===== config.mk =====
export PLATFORM = sky130hd
export DESIGN_NAME = oid_arcs_to_text_core_flat
export DESIGN_NICKNAME = d
export VERILOG_FILES = /design/src/oid_pkg.sv /design/src/oid_if.sv /design/src/oid_arcs_to_text_core.sv /design/src/flat_wrapper.sv
export VERILOG_INCLUDE_DIRS = /design/src /design/src/src
export SDC_FILE = /design/constraint.sdc
export NUM_CORES = 1
export LEC_CHECK = 0
export BUFFER_PORTS_ARGS = -buffer_cell sky130_fd_sc_hd__buf_2
export CORE_MARGIN = 1
export CORE_UTILIZATION = 40
export CTS_BUF_LIST = sky130_fd_sc_hd__clkbuf_4 sky130_fd_sc_hd__clkbuf_8 sky130_fd_sc_hd__clkbuf_16
export DETAILED_ROUTE_END_ITERATION = 8
export GPL_TIMING_DRIVEN = 1
export PLACE_DENSITY = 0.65
export SLEW_MARGIN = 20
export SYNTH_ARGS = -nofsm -noshare
export SYNTH_HDL_FRONTEND = slang
export SYNTH_SLANG_ARGS = --single-unit

===== constraint.sdc =====
create_clock -name clk_i -period 15.1 [get_ports clk_i]
set_input_delay 1.51 -clock clk_i [delete_from_list [all_inputs] [get_ports clk_i]]
set_output_delay 1.51 -clock clk_i [all_outputs]
set_load 0.02 [all_outputs]

===== src/oid_arcs_to_text_core_defines.svh =====
// Assertion macros for the OID arc-to-text core.
// Needs clk_i and rst_ni in the scope where the macros are used.
`ifndef OID_ARCS_TO_TEXT_CORE_DEFINES_SVH
`define OID_ARCS_TO_TEXT_CORE_DEFINES_SVH

// Property checked every clock, off while reset is low.
`define OID_ASSERT(label, prop, msg) \
  label: assert property (@(posedge clk_i) disable iff (!rst_ni) (prop)) else $error(msg);

// Antecedent in one cycle, consequent in the next.
`define OID_ASSERT_NEXT(label, ante, cons, msg) \
  label: assert property (@(posedge clk_i) disable iff (!rst_ni) (ante) |=> (cons)) \
    else $error(msg);

`endif


===== src/oid_pkg.sv =====
// Shared types and constants of the OID arc-to-text core.
// No dependencies; used by the channel interfaces and the core.
package oid_pkg;

  localparam int unsigned ARC_W  = 64;  // arc field width on the input channel
  localparam int unsigned CHAR_W = 8;
  localparam int unsigned STAT_W = 2;
  localparam int unsigned LEN_W  = 9;
  localparam int unsigned CAP_W  = 9;

  localparam logic [CAP_W-1:0]  CAP_RESET = 9'd256;
  localparam logic [CHAR_W-1:0] CHAR_ZERO = 8'h30;  // '0'
  localparam logic [CHAR_W-1:0] CHAR_DOT  = 8'h2E;  // '.'

  localparam logic KIND_CHAR   = 1'b0;
  localparam logic KIND_STATUS = 1'b1;

  localparam logic [STAT_W-1:0] ST_OK        = 2'd0;
  localparam logic [STAT_W-1:0] ST_TOO_LONG  = 2'd1;
  localparam logic [STAT_W-1:0] ST_TOO_SMALL = 2'd2;

  typedef enum logic [1:0] {
    S_IDLE,
    S_CONV,
    S_EMIT,
    S_TAIL
  } state_e;

  typedef struct packed {
    logic              kind;
    logic [CHAR_W-1:0] ch;
    logic [STAT_W-1:0] status;
    logic [LEN_W-1:0]  len;
    logic              eor;
  } txt_item_t;

endpackage


===== src/oid_if.sv =====
// Valid/ready channel interfaces: arcs in, text items out.
// Depends on oid_pkg for field widths.
interface oid_arc_if;
  import oid_pkg::*;
  logic             valid;
  logic             ready;
  logic [ARC_W-1:0] arc_value;
  logic             last_arc;

  modport source (output valid, output arc_value, output last_arc, input ready);
  modport sink   (input valid, input arc_value, input last_arc, output ready);
endinterface

interface oid_txt_if;
  import oid_pkg::*;
  logic              valid;
  logic              ready;
  logic              out_kind;
  logic [CHAR_W-1:0] out_char;
  logic [STAT_W-1:0] status;
  logic [LEN_W-1:0]  text_length;
  logic              end_of_run;

  modport source (output valid, output out_kind, output out_char, output status,
                  output text_length, output end_of_run, input ready);
  modport sink   (input valid, input out_kind, input out_char, input status,
                  input text_length, input end_of_run, output ready);
endinterface


===== src/oid_arcs_to_text_core.sv =====
// Per arc: an accept step in S_IDLE, ARC_BITS double-dabble shift steps in S_CONV, one step per
// BCD digit position in S_EMIT (NDIG; leading zeros skipped, digits held while the sink stalls),
// then one step for '.' or status in S_TAIL.
// No new arc is accepted until the last one has left S_TAIL; the shared shift/add-3 unit sets this.
// Reset (rst_ni low, async): idle, output empty, count cleared, capacity = 256.
module oid_arcs_to_text_core #(
  parameter int unsigned MAX_TEXT = 256,  // 16..4096
  parameter int unsigned ARC_BITS = 64    // 8..64
) (
  input  logic                       clk_i,
  input  logic                       rst_ni,
  input  logic                       cfg_we_i,
  input  logic [oid_pkg::CAP_W-1:0]  cfg_wdata_i,
  oid_arc_if.sink                    arc_i,
  oid_txt_if.source                  txt_o
);
  import oid_pkg::*;
  `include "oid_arcs_to_text_core_defines.svh"

  // decimal digits of the largest arc: floor(ARC_BITS * log10(2)) + 1
  localparam int unsigned NDIG = (ARC_BITS * 30103) / 100000 + 1;
  localparam int unsigned BCDW = NDIG * 4;
  localparam int unsigned BITW = (ARC_BITS > 1) ? $clog2(ARC_BITS) : 1;
  localparam int unsigned RW   = $clog2(NDIG + 1);
  localparam int unsigned CW   = $clog2(MAX_TEXT + 1);
  localparam int unsigned CMPW = (CW + 1 > CAP_W) ? CW + 1 : CAP_W;

  state_e              st_q, st_d;
  logic [ARC_BITS-1:0] bin_q, bin_d;      // binary arc, shifted out MSB first
  logic [BCDW-1:0]     bcd_q, bcd_d;      // BCD accumulator, later the digit shifter
  logic [BITW-1:0]     bits_q, bits_d;    // shift steps left in conversion
  logic [RW-1:0]       rem_q, rem_d;      // digit positions left to emit
  logic                started_q, started_d;
  logic                last_q, last_d;
  logic [CW-1:0]       cnt_q, cnt_d;      // characters so far, saturating
  logic                seen_q, seen_d;    // too_long_seen
  logic [CAP_W-1:0]    cap_q;
  txt_item_t           item_q, item_d;
  logic                oval_q;
  logic                load;

  logic                out_free;
  logic [BCDW-1:0]     bcd_adj;
  logic [3:0]          top;
  logic [CW-1:0]       cnt_inc;
  logic                seen_inc;
  logic [CMPW-1:0]     need;

  assign out_free = !oval_q || txt_o.ready;
  assign top      = bcd_q[BCDW-1 -: 4];

  // add-3 correction on every digit lane ahead of the shift
  always_comb begin
    for (int i = 0; i < NDIG; i++) begin
      if (bcd_q[4*i +: 4] >= 4'd5) begin
        bcd_adj[4*i +: 4] = bcd_q[4*i +: 4] + 4'd3;
      end else begin
        bcd_adj[4*i +: 4] = bcd_q[4*i +: 4];
      end
    end
  end

  // count after one more character; saturates at MAX_TEXT
  assign cnt_inc  = (cnt_q < CW'(MAX_TEXT)) ? cnt_q + CW'(1) : cnt_q;
  assign seen_inc = seen_q || (cnt_inc >= CW'(MAX_TEXT));
  assign need     = CMPW'(cnt_q) + CMPW'(1);  // text plus NUL

  always_ff @(posedge clk_i or negedge rst_ni) begin
    if (!rst_ni) begin
      st_q   <= S_IDLE;
      cnt_q  <= '0;
      seen_q <= 1'b0;
      cap_q  <= CAP_RESET;
      oval_q <= 1'b0;
    end else begin
      st_q   <= st_d;
      cnt_q  <= cnt_d;
      seen_q <= seen_d;
      if (cfg_we_i) begin
        cap_q <= cfg_wdata_i;
      end
      if (load) begin
        oval_q <= 1'b1;
      end else if (txt_o.ready) begin
        oval_q <= 1'b0;
      end
    end
  end

  // datapath registers: no reset needed
  always_ff @(posedge clk_i) begin
    bin_q     <= bin_d;
    bcd_q     <= bcd_d;
    bits_q    <= bits_d;
    rem_q     <= rem_d;
    started_q <= started_d;
    last_q    <= last_d;
    if (load) begin
      item_q <= item_d;
    end
  end

  always_comb begin
    st_d        = st_q;
    bin_d       = bin_q;
    bcd_d       = bcd_q;
    bits_d      = bits_q;
    rem_d       = rem_q;
    started_d   = started_q;
    last_d      = last_q;
    cnt_d       = cnt_q;
    seen_d      = seen_q;
    load        = 1'b0;
    item_d      = '0;
    arc_i.ready = 1'b0;
    unique case (st_q)
      S_IDLE: begin
        arc_i.ready = 1'b1;
        if (arc_i.valid) begin
          bin_d     = arc_i.arc_value[ARC_BITS-1:0];  // upper bits ignored
          bcd_d     = '0;
          bits_d    = BITW'(ARC_BITS - 1);
          rem_d     = RW'(NDIG);
          started_d = 1'b0;
          last_d    = arc_i.last_arc;
          st_d      = S_CONV;
        end
      end
      S_CONV: begin
        bcd_d = {bcd_adj[BCDW-2:0], bin_q[ARC_BITS-1]};
        bin_d = bin_q << 1;
        if (bits_q == '0) begin
          st_d = S_EMIT;
        end else begin
          bits_d = bits_q - BITW'(1);
        end
      end
      S_EMIT: begin
        if (!started_q && (top == 4'd0) && (rem_q > RW'(1))) begin
          // leading zero: drop it, keep at least one digit
          bcd_d = bcd_q << 4;
          rem_d = rem_q - RW'(1);
        end else if (out_free) begin
          load        = 1'b1;
          item_d.kind = KIND_CHAR;
          item_d.ch   = CHAR_ZERO | {4'd0, top};
          bcd_d       = bcd_q << 4;
          rem_d       = rem_q - RW'(1);
          started_d   = 1'b1;
          cnt_d       = cnt_inc;
          seen_d      = seen_inc;
          if (rem_q == RW'(1)) begin
            st_d = S_TAIL;
          end
        end
      end
      S_TAIL: begin
        if (out_free) begin
          load       = 1'b1;
          item_d.eor = 1'b1;
          if (!last_q) begin
            item_d.kind = KIND_CHAR;
            item_d.ch   = CHAR_DOT;
            cnt_d       = cnt_inc;
            seen_d      = seen_inc;
          end else begin
            item_d.kind = KIND_STATUS;
            if (seen_q || (cnt_q >= CW'(MAX_TEXT))) begin
              item_d.status = ST_TOO_LONG;
            end else if (CMPW'(cap_q) < need) begin
              item_d.status = ST_TOO_SMALL;
              item_d.len    = need[LEN_W-1:0];
            end else begin
              item_d.status = ST_OK;
              item_d.len    = LEN_W'(cnt_q);
            end
            cnt_d  = '0;  // next identifier starts fresh
            seen_d = 1'b0;
          end
          st_d = S_IDLE;
        end
      end
      default: st_d = S_IDLE;
    endcase
  end

  assign txt_o.valid       = oval_q;
  assign txt_o.out_kind    = item_q.kind;
  assign txt_o.out_char    = item_q.ch;
  assign txt_o.status      = item_q.status;
  assign txt_o.text_length = item_q.len;
  assign txt_o.end_of_run  = item_q.eor;

  // an accepted arc keeps the input closed while it converts
  `OID_ASSERT_NEXT(a_busy_after_accept, arc_i.valid && arc_i.ready, !arc_i.ready,
    "input ready right after an accept")
  // a pending character item means the count has advanced
  `OID_ASSERT(a_char_counted, txt_o.valid && (txt_o.out_kind == KIND_CHAR) |-> cnt_q != '0,
    "character pending with zero count")
  // only the dot may close a run among character items
  `OID_ASSERT(a_eor_dot, txt_o.valid && txt_o.end_of_run && (txt_o.out_kind == KIND_CHAR)
    |-> txt_o.out_char == CHAR_DOT, "run ends on a digit")

endmodule

===== src/flat_wrapper.sv =====
// flat-port wrapper written by rule: the top's interface ports become plain ports
module oid_arcs_to_text_core_flat import oid_pkg::*;
#(
  parameter int unsigned MAX_TEXT = 256,             
  parameter int unsigned ARC_BITS = 64            
)
  (clk_i, rst_ni, cfg_we_i, cfg_wdata_i, arc_i_valid, arc_i_arc_value, arc_i_last_arc, arc_i_ready, txt_o_valid, txt_o_out_kind, txt_o_out_char, txt_o_status, txt_o_text_length, txt_o_end_of_run, txt_o_ready);
  oid_arc_if arc_i_i ();
  oid_txt_if txt_o_i ();
  input  logic clk_i;
  input  logic rst_ni;
  input  logic cfg_we_i;
  input  logic [oid_pkg::CAP_W-1:0] cfg_wdata_i;
  input wire logic [$bits(arc_i_i.valid)-1:0] arc_i_valid;
  input wire logic [$bits(arc_i_i.arc_value)-1:0] arc_i_arc_value;
  input wire logic [$bits(arc_i_i.last_arc)-1:0] arc_i_last_arc;
  output wire logic [$bits(arc_i_i.ready)-1:0] arc_i_ready;
  output wire logic [$bits(txt_o_i.valid)-1:0] txt_o_valid;
  output wire logic [$bits(txt_o_i.out_kind)-1:0] txt_o_out_kind;
  output wire logic [$bits(txt_o_i.out_char)-1:0] txt_o_out_char;
  output wire logic [$bits(txt_o_i.status)-1:0] txt_o_status;
  output wire logic [$bits(txt_o_i.text_length)-1:0] txt_o_text_length;
  output wire logic [$bits(txt_o_i.end_of_run)-1:0] txt_o_end_of_run;
  input wire logic [$bits(txt_o_i.ready)-1:0] txt_o_ready;
  assign arc_i_i.valid = arc_i_valid;
  assign arc_i_i.arc_value = arc_i_arc_value;
  assign arc_i_i.last_arc = arc_i_last_arc;
  assign arc_i_ready = arc_i_i.ready;
  assign txt_o_valid = txt_o_i.valid;
  assign txt_o_out_kind = txt_o_i.out_kind;
  assign txt_o_out_char = txt_o_i.out_char;
  assign txt_o_status = txt_o_i.status;
  assign txt_o_text_length = txt_o_i.text_length;
  assign txt_o_end_of_run = txt_o_i.end_of_run;
  assign txt_o_i.ready = txt_o_ready;
  oid_arcs_to_text_core #(.MAX_TEXT(MAX_TEXT), .ARC_BITS(ARC_BITS)) u_core (.clk_i(clk_i), .rst_ni(rst_ni), .cfg_we_i(cfg_we_i), .cfg_wdata_i(cfg_wdata_i), .arc_i(arc_i_i), .txt_o(txt_o_i));
endmodule

Word level (Yosys, flattened, before mapping):

Cells that the tools add are included.

* output and inout port bits: 23
* memories kept: 0
* logic and storage cells: 177
* memory bits (read-only): 0
* bits in writable memories: 0
* bits of input ports: 79
* latch bits: 0
* register bits: 200

* shift operators: 0
* eq/ne operators: 12
* add/subtract/negate cells: 24
* reduce and logical (&&, ||, !) cells: 25
* divide/modulo/power cells: 0
* order comparisons: 25
* bitwise operators: 3
* $mul: 0
* multiplexer cells: 71

Operators with widths (number)
* 80-bit 2-to-1 mux: 3
* 80-bit one-hot mux with 3 select lines: 1
* 64-bit one-hot mux with 2 select lines: 1
* 4-bit by 3-bit >= comparator with 1-bit output, second input constant: 20
* 4-bit by 2-bit adder with 4-bit output, second input constant: 19
* 4-bit 2-to-1 mux: 19
* 64-bit 2-to-1 mux: 1
* 9-bit 2-to-1 mux: 7
* 9-bit one-hot mux with 2 select lines: 2
* 6-bit 2-to-1 mux: 4
* 11-bit 2-to-1 mux: 2
* 21-bit 2-to-1 mux: 1
* 9-bit >= comparator, second input constant: 2
* 5-bit 2-to-1 mux: 3
* 2-bit 2-to-1 mux: 7
* 1-bit 2-to-1 mux: 13
* 6-bit one-hot mux with 2 select lines: 1
* 3-bit AND reduction: 4
* 9-bit by 1-bit adder with 10-bit output, second input constant: 1
* 9-bit by 10-bit < comparator with 1-bit output: 1
* 5-bit one-hot mux with 2 select lines: 1
* 9-bit by 1-bit adder with 9-bit output, second input constant: 1
* 9-bit < comparator, second input constant: 1
* 2-bit by 1-bit inequality test with 1-bit output, second input constant: 4
* other kinds (25): 41

Depth between registers and ports, before layout:

Gate-level depths: netlist of the first run.

* depth after elaboration: 7
* depth in mapped cells: 13
* depth with buffers taken out: 13

Worst setup path after synthesis of the first run:

No wires, ideal clock.

* path kind: input to register
* from: in arc_i_valid
* to: reg u_core.bcd_q[0], enable pin
* setup slack: 6988 ps
* data required time: 14463 ps
* stages: 2
* library setup time: 637 ps
* arrival: 7475 ps
* buffers on the path: 0
* cells stage by stage: nor2_1 a211oi_1

* cells in the longest elaborated chain, start to end: 2

RTL lines
* start: declaration: line flat_wrapper.sv:14 `input wire logic [$bits(arc_i_i.valid)-1:0] arc_i_valid;`
* 2-bit inequality test (no line)
* 3-bit AND reduction (no line)
* end signal: assignment: line oid_arcs_to_text_core.sv:93 `bcd_q <= bcd_d;`
* end: declaration: line oid_arcs_to_text_core.sv:30 `logic [BCDW-1:0] bcd_q, bcd_d;`

No other way between the ends.
A chain may end at the register's enable or synchronous reset.

Worst setup path after layout of the first run:

* from: reg u_core.cnt_q[0]
* to: reg u_core.item_q (netlist bit u_core.txt_o.text_length[0]), data pin

* cells in the longest elaborated chain, start to end: 3
* elaborated cells between the ends (all ways): 6
* classes of those cells: add/sub (1); order compare (2); mux (1); reduce/logical (2)

RTL lines
* start: declaration: line oid_arcs_to_text_core.sv:35 `logic [CW-1:0] cnt_q, cnt_d;`
* start signal: assignment: line oid_arcs_to_text_core.sv:77 `cnt_q <= cnt_d;`
* 9-bit by 1-bit adder with 10-bit output or 9-bit >= comparator (tied branches): line oid_arcs_to_text_core.sv:66, oid_arcs_to_text_core.sv:168
* 9-bit by 10-bit < comparator with 1-bit output or 1-bit logical OR (tied branches): line oid_arcs_to_text_core.sv:170, oid_arcs_to_text_core.sv:168
* 11-bit 2-to-1 mux or 4-bit OR reduction (tied branches)
* end signal: assignment: line oid_arcs_to_text_core.sv:99 `item_q <= item_d;`
* end: declaration: line oid_arcs_to_text_core.sv:38 `txt_item_t item_q, item_d;`

Parallel ways exist; a longest one is shown, timed or not.

==> metrics.md, run 1 <==
| Metric | Value |
|---|---|
| Status | finished clean |
| Vias in the first global route | 6,885 |
| Vias/cell | 5.15 |
| Final setup viols | 0 |
| CTS tree | built |
| Num rows | 60 |
| Vert. Die Dim | 167 µm |
| Initial Util | 40.6% |
| Worst setup SP type | register |
| RSZ-0062 raised after global routing | no |
| CP Data Arrival Time | 3.50 ns |
| Slew margin rel. | 27.5% |
| Pin count of the biggest net entering global routing | 81 |
| Number of iterations in the first detailed-routing pass | 5 |
| Root Buffer Master | clkbuf_16 |
| CTS clk-pin slew, worst paths | 0.08 ns |
| Io pins | 102 |
| Clock latency on the worst-skew pair | 0.44 ns |
| Residual DRC count | 0 |
| Register area share after synthesis | 53.6% |
| Max Clock Skew | 0.0141 ns |
| Post-CTS Resized | 0 |
| Global-route wire length before repair | 33.3 mm |
| Antenna violations before repair | 0 |
| I/O Buffers | 99 |
| Total gr overflow | 0 |
| H-tree depth | 4 |
| Post-CTS setup buffer count | 0 |
| Cts bufs inserted | 17 |
| Number of synthesized register bits | 198 |
| Fin. max-slew vios | 0 |
| Setup_tns | 0 ns |
| Grt peak-use layer | met2 |
| Clock Tree Buf Depth | 2 |
| GRT Resource Usage Total | 14.6% |
| M1 GR Usage | 19.7% |
| Hold Fails Final Rpt | 0 |
| Worst-Margin Slew | 1.09 ns |
| Worst hold path type | reg2reg |
| Critical path endpoint category | register |
| FMAX | 0.303 GHz |
| Synth cell types | 57 |
| Share of cells above drive strength 1 | 21.8% |
| Critical path peak fanout | 9 |
| Crit Path Class | reg2reg |
| Number of synthesized flops with an enable pin | 176 |
| WL per Instance | 14.3 µm |
| Die area | 27,900 µm² |
| Synth area leaders | edfxtp_1 49%, mux2_2 7.4%, ha_1 6.4%, dfrtp_1 4.8%, o21ai_0 4.7% |
| FF-to-FF Start | u_core.cnt_q[0] |
| Highest-count cells in the layout ignoring fill and taps | 176 x edfxtp_1, 102 x o21ai_0, 99 x buf_2 |
| CP startpoint | u_core.cnt_q[0] |
| Min-delay src | u_core.cap_q[2] |
| Core Area | 26,800 µm² |
| Post-synthesis cell count | 966 |
| Period Utilization, post-route | 21.8% |
| Synth warn | 0 |
| CP required | 15.30 ns |
| Post-DP Area | 11,700 µm² |
| Max_cap viols | 0 |
| Max IR drop VDD | 0.118 mV |
| Async SR Flop Fraction | 11.1% |
| ANT nets after route | 0 |
| M2 GR Usage | 23.0% |
| Die X | 167 µm |
| WL final | 20.0 mm |
| P_leak | 4.55 nW |
| Clock sink total | 198 |
| DP Wirelength | 13.1 mm |
| Commonest non-fill, non-tap cell in the layout | edfxtp_1 |
| Routed vias | 7,232 |
| Prevailing post-synth register cell | edfxtp_1 |
| GRT met3 Usage | 3.92% |
| Initial drt markers | 556 |
| Fin nets | 1,184 |
| Tmin final | 3.30 ns |
| Synth-to-Final Area Change | 13.3% |
| Final instance area | 12,300 µm² |
| Hold_buf cts | 0 |
| Area leader, netlist | edfxtp_1 |
| Avg Cell Area, Syn | 11.3 µm² |
| Placer congestion estimate | 0.817 |
| Yosys top cell area share | 48.6% |
| Power Dens Cells | 217 nW/µm² |
| Post-Syn Area | 10,900 µm² |
[flip-flops by register name, indices dropped and copies added (netlist names), 2 cells and up]
signal / count
u_core.bcd_q: 80
u_core.bin_q: 64
u_core.bits_q: 6
u_core.cap_q: 9
u_core.cnt_q: 9
u_core.rem_q: 5
u_core.st_q: 2
u_core.txt_o.out_char: 6
u_core.txt_o.status: 2
u_core.txt_o.text_length: 9
[power breakdown]
group	internal (W)	total [W]	switching [W]
Sequential	0.000978	0.00116	0.000181
Clock	0.000245	0.000485	0.000240
Combinational	0.000405	0.00104	0.000631
[routing by layer]
metal	part of all wire (%)	vias up	wire length [µm]
li1	-	3653	-
met1	49	3454	9720
met2	46	113	9170
met3	4.7	12	945
met4	0.89	0	178
met5	0	-	0
[final timing paths]
| check | to | slack [ns] | depth (start not counted) |
|---|---|---|---|
| setup / recovery | u_core.txt_o.text_length[0] | 11.80 | 13 |
| hold / removal | u_core.cap_q[2] | 0.53 | 1 |
| setup reg to reg | u_core.txt_o.text_length[0] | 11.80 | 13 |
| hold reg to reg | u_core.cap_q[2] | 0.53 | 1 |
| max in group asynchronous | u_core.st_q[0] | 13.67 | 1 |
| min in group asynchronous | u_core.cap_q[2] | 1.05 | 1 |
[per-stage QoR]
stage / setup WS (ns) / utilization, % / hold slack [ns] / std cells / power, W
finish: 11.80 / 46.0 / 0.526 / 1404 / 0.00268
global route: 11.56 / 46.0 / 0.547 / 1403 / 0.00288
CTS: 11.80 / 46.0 / 0.531 / 1403 / 0.00271
detailed placement: 11.80 / 43.6 / 0.512 / 1371 / 0.00221
global placement: 11.88 / 43.6 / 0.510 / 1371 / 0.00219
floorplan: 6.99 / - / 0.475 / 967 / 0.00198
[layout make-up]
cell class / instances / area (µm²)
Tap cell: 341 / 427
Inverter: 60 / 225
Fill cell: 2408 / 14500
Clock inverter: 15 / 221
Multi-Input combinational cell: 667 / 4650
Antenna cell: 1 / 2.50
Clock buffer: 17 / 425
Timing Repair Buffer: 105 / 541
Sequential cell: 198 / 5840
[cells in the mapped netlist (all sizes together) (8+ instances only)]
master / count
a211oi: 8
a21oi: 79
a22oi: 10
buf: 11
clkbuf: 31
dfrtp: 21
edfxtp: 176
ha: 56
inv: 60
mux2: 72
mux2i: 8
nand2: 97
nand2b: 28
nor2: 41
nor2b: 15
nor3b: 31
o21ai: 106
o31ai: 22
xnor2: 30
xor2: 11
[cells by family (layout without fill, tap and decap cells)]
| group | count (synthesis) | count (layout) | synth area share (%) |
|---|---|---|---|
| flip-flops | 198 | 198 | 53.6 |
| AND/OR/NAND/NOR | 244 | 244 | 11.3 |
| buffers and inverters | 102 | 197 | 3.85 |
| XOR/XNOR | 41 | 41 | 3.44 |
| adder cells (fa/ha/maj) | 56 | 56 | 6.44 |
| other | 1 | 3 | 0.0344 |
| multiplexers | 80 | 80 | 8.18 |
| AO/OA/AOI/OAI | 244 | 244 | 13.1 |
[worst max-delay path, cell delays in order (launching register included)]
cell      delay, ns
dfrtp_1        0.54
ha_1           0.28
nand3_2        0.17
inv_1          0.13
nand3_1        0.23
inv_1          0.11
nand3_1        0.08
ha_1           0.31
inv_1          0.04
ha_1           0.28
o211ai_2       0.10
nor2_2         0.45
a2111o_1       0.27
o21ai_2        0.06
Note: power is estimated with default switching activity, not from simulation.
==> inputs of run 2 (changes only) <==
ABC_AREA = 1   (was default)
clock period = 3.1 ns   (was 15.1 ns; I/O delays follow)
==> run 2 against run 1 <==
  * The flow now finishes with violations (design-rule violations)
  * Setup slack worse by 12 ns
  * Non-clock buffer count is 4 higher
  * Area after synthesis is 1.1% lower
  * First-iteration DRC count is 2.2% lower
  * Sequential share of layout area hardly changed
  * Register-to-register slack worse by 12 ns
  * Final cell count is 15% higher
  * Sequential cell count stayed put
  * Design area hardly changed
  * Largest power group is now combinational cells
==> metrics.md, run 2 <==
| Metric | Value |
|---|---|
| Status | finished with violations |
| Failing checks | design-rule violations |
| Most frequent cells after synthesis | 305 x nand2_1, 176 x edfxtp_1, 164 x inv_1 |
| Post-DP Area | 11,700 µm² |
| Cts bufs inserted | 17 |
| Fin. max-slew vios | 0 |
| WL final | 21.1 mm |
| Post-CTS setup buffer count | 0 |
| H-tree depth | 4 |
| Routed vias | 8,033 |
| Prevailing post-synth register cell | edfxtp_1 |
| Worst-Margin Slew | 0.708 ns |
| R2R Path End | u_core.txt_o.text_length[1] |
| Die area | 27,600 µm² |
| GRT Resource Usage Total | 15.7% |
| Post-synthesis cell count | 1,181 |
| Yosys top cell area share | 49.1% |
| Post-Syn Area | 10,800 µm² |
| Hold-critical path depth | 1 |
| Critical path endpoint category | register |
| Clock latency on the worst-skew pair | 0.44 ns |
| Clock sink total | 198 |
| Vert. Die Dim | 166 µm |
| Hold Fails Final Rpt | 0 |
| Crit Path Class | reg2reg |
| Share of cells above drive strength 1 | 14.1% |
| CP delay by family, top | simple AND/OR/NAND/NOR gates |
| Tmin final | 2.80 ns |
| Initial Util | 41.1% |
| Initial drt markers | 544 |
| Setup_tns | 0 ns |
| FILL cells | 2,441 |
| P_leak | 5.35 nW |
| Core Area | 26,200 µm² |
| Placer congestion estimate | 0.846 |
| Total gr overflow | 0 |
| FMAX | 0.357 GHz |
| Post-CTS Resized | 0 |
| Async SR Flop Fraction | 11.1% |
| Vias in the first global route | 7,735 |
| Cells after DPL | 1,587 |
| Max IR drop VDD | 0.570 mV |
| Antenna Cells | 0 |
| Worst hold path type | in2reg |
| Residual DRC count | 4 |
| Global-route wire length before repair | 36.1 mm |
| Number of iterations in the first detailed-routing pass | 9 |
| Period Utilization, post-route | 90.2% |
| Clk pwr share | 17.6% |
| Worst setup SP type | register |
| Commonest non-fill, non-tap cell in the layout | nand2_1 |
| R2R setup slack | 0.30 ns |
| Antenna violations before repair | 0 |
| Power Dens Cells | 1060 nW/µm² |
| Area leader, netlist | edfxtp_1 |
| WL per Instance | 13.0 µm |
| Max_cap viols | 0 |
| CTS tree | built |
| CP required | 3.30 ns |
| CTS clk-pin slew, worst paths | 0.09 ns |
| Max stage delay on crit path | 0.44 ns |
| Pre-CTS setup slack | 0.344 ns |
| I/O Buffers | 99 |
| Sw power | 0.00555 W |
| Min-delay src | arc_i_last_arc |
| Critical path peak fanout | 14 |
| Biggest register | u_core.bcd_q |
| RSZ-0062 raised after global routing | no |
| Max Clock Skew | 0.0155 ns |
| CP Data Arrival Time | 3.00 ns |
| CP most frequent cell | nand2_1 |
| Hold_buf cts | 1 |
| FF-to-FF Start | u_core.cnt_q[0] |
| Clock Tree Buf Depth | 2 |
| Biggest regs | u_core.bcd_q: 80 flops, u_core.bin_q: 64 flops |
| Synth area leaders | edfxtp_1 49%, nand2_1 11%, ha_1 6.5%, inv_1 5.7%, dfrtp_1 4.9% |
| ANT nets after route | 0 |
| Slew margin rel. | 52.4% |
| Cell Chain, Critical Path | ha_1, nand2_1, nor2_2, nand3_1, xor2_1, ha_1, inv_1, nor2_1, nand3_2, nor2_2, nor2_4, nand2_1, nand2_1, a21oi_1 |
| Worst path slowest cell | dfrtp_1 |
| Synth cell types | 33 |
| Number of synthesized register bits | 198 |
| Vias/cell | 4.96 |
| Number of synthesized flops with an enable pin | 176 |
| Reg2Reg Depth | 14 |
| Final instance area | 12,300 µm² |
| DP Wirelength | 13.8 mm |
| Setup ws final | 0.303 ns |
| Crit path buffers/inverters | 1 |
| Pin count of the biggest net entering global routing | 81 |
| Register area share after synthesis | 54.2% |
| Final setup viols | 0 |
| Pint | 0.00749 W |
| Avg Cell Area, Syn | 9.12 µm² |
| Net Sw Frac | 42.6% |
| Total power | 0.0130 W |
| Root Buffer Master | clkbuf_16 |
| Hold worst-path end | u_core.last_q |
| Max FFs per register | 80 |
| Die X | 166 µm |
| Io pins | 102 |
| Synth warn | 0 |
| Flop pwr share | 40.2% |
| Highest-count cells in the layout ignoring fill and taps | 304 x nand2_1, 176 x edfxtp_1, 161 x inv_1 |
| Num rows | 59 |
| Most frequent cell after synthesis | nand2_1 |
| Fin cells | 1,620 |
| Synth-to-Final Area Change | 14.4% |
| Fin nets | 1,407 |
| Combinational share of power | 42.2% |
-- run 2: cell count changes after synthesis, sizes merged, moves of 22 or more --
| cell | change |
|---|---|
| o31ai | -22 |
| o22ai | +45 |
| nor2 | +97 |
| mux2 | -66 |
| nor3b | -31 |
| nand2b | -28 |
| a21oi | -49 |
| xnor2 | -30 |
| o32ai | +28 |
| inv | +106 |
| nand2 | +212 |
-- run 2: power groups by stage --
stage          Clock [W]  Sequential [W]  Combinational [W]
6_report         0.00229         0.00524            0.00550
5_1_grt          0.00244         0.00538            0.00635
4_1_cts          0.00235         0.00524            0.00554
3_5_place_dp           0         0.00529            0.00551
3_3_place_gp           0         0.00527            0.00541
2_1_floorplan          0         0.00532            0.00402
-- run 2: worst max path at each step --
stage,end,startpoint,cells after the start
final,u_core.txt_o.text_length[1],u_core.cnt_q[0],14
after global routing,u_core.txt_o.text_length[8],u_core.cnt_q[0],13
after CTS,u_core.txt_o.text_length[0],u_core.cnt_q[0],14
after detailed placement,u_core.txt_o.text_length[1],u_core.cnt_q[0],14
after global placement,u_core.txt_o.text_length[0],u_core.cnt_q[0],14
after floorplan,u_core.bcd_q[0],u_core.rem_q[0],7
-- run 2: logic make-up (layout without fill, tap and decap cells) --
| logic type | Yosys count | in the layout | synth area share [%] |
|---|---|---|---|
| simple gates | 487 | 487 | 18.2 |
| compound gates | 213 | 213 | 11.8 |
| buf+inv | 204 | 307 | 7.35 |
| flops | 198 | 198 | 54.2 |
| fa+ha+maj | 56 | 56 | 6.51 |
| xor+xnor | 16 | 16 | 1.30 |
| mux | 6 | 6 | 0.627 |
| other cells | 1 | 2 | 0.0348 |
-- run 2: routing by layer --
layer	global-route usage (%)	share of wire, %
met5	0	0
met4	4.51	1.2
met3	3.24	4.4
met2	25.0	45
met1	21.7	49
-- run 2: layout make-up --
type                    count  area, µm²  share of cell area, %
clock inverters            15        194                   1.57
well taps                 335        419                   3.40
repair buffers            109        623                   5.06
clock buffers              17        425                   3.45
flip-flops and latches    198       5840                   47.4
inverters                 166        623                   5.06
multi-input cells         780       4200                   34.1
-- run 2: metrics by stage --
stage | util [%] | hold WS [ns]
3_5_place_dp | 44.6 | 0.325
6_report | 47.0 | 0.0420
5_1_grt | 47.0 | 0.0302
2_1_floorplan | - | 0.0144
4_1_cts | 47.0 | 0.0235
3_3_place_gp | 44.6 | 0.318
-- run 2: worst reg2reg max path, delay by kind of cell, from the launching register on --
| kind | cells | cell delay [ns] |
|---|---|---|
| flops | 1 | 0.44 |
| fa+ha+maj | 2 | 0.57 |
| simple gates | 9 | 1.13 |
| buf+inv | 1 | 0.05 |
| xor+xnor | 1 | 0.30 |
| compound gates | 1 | 0.07 |
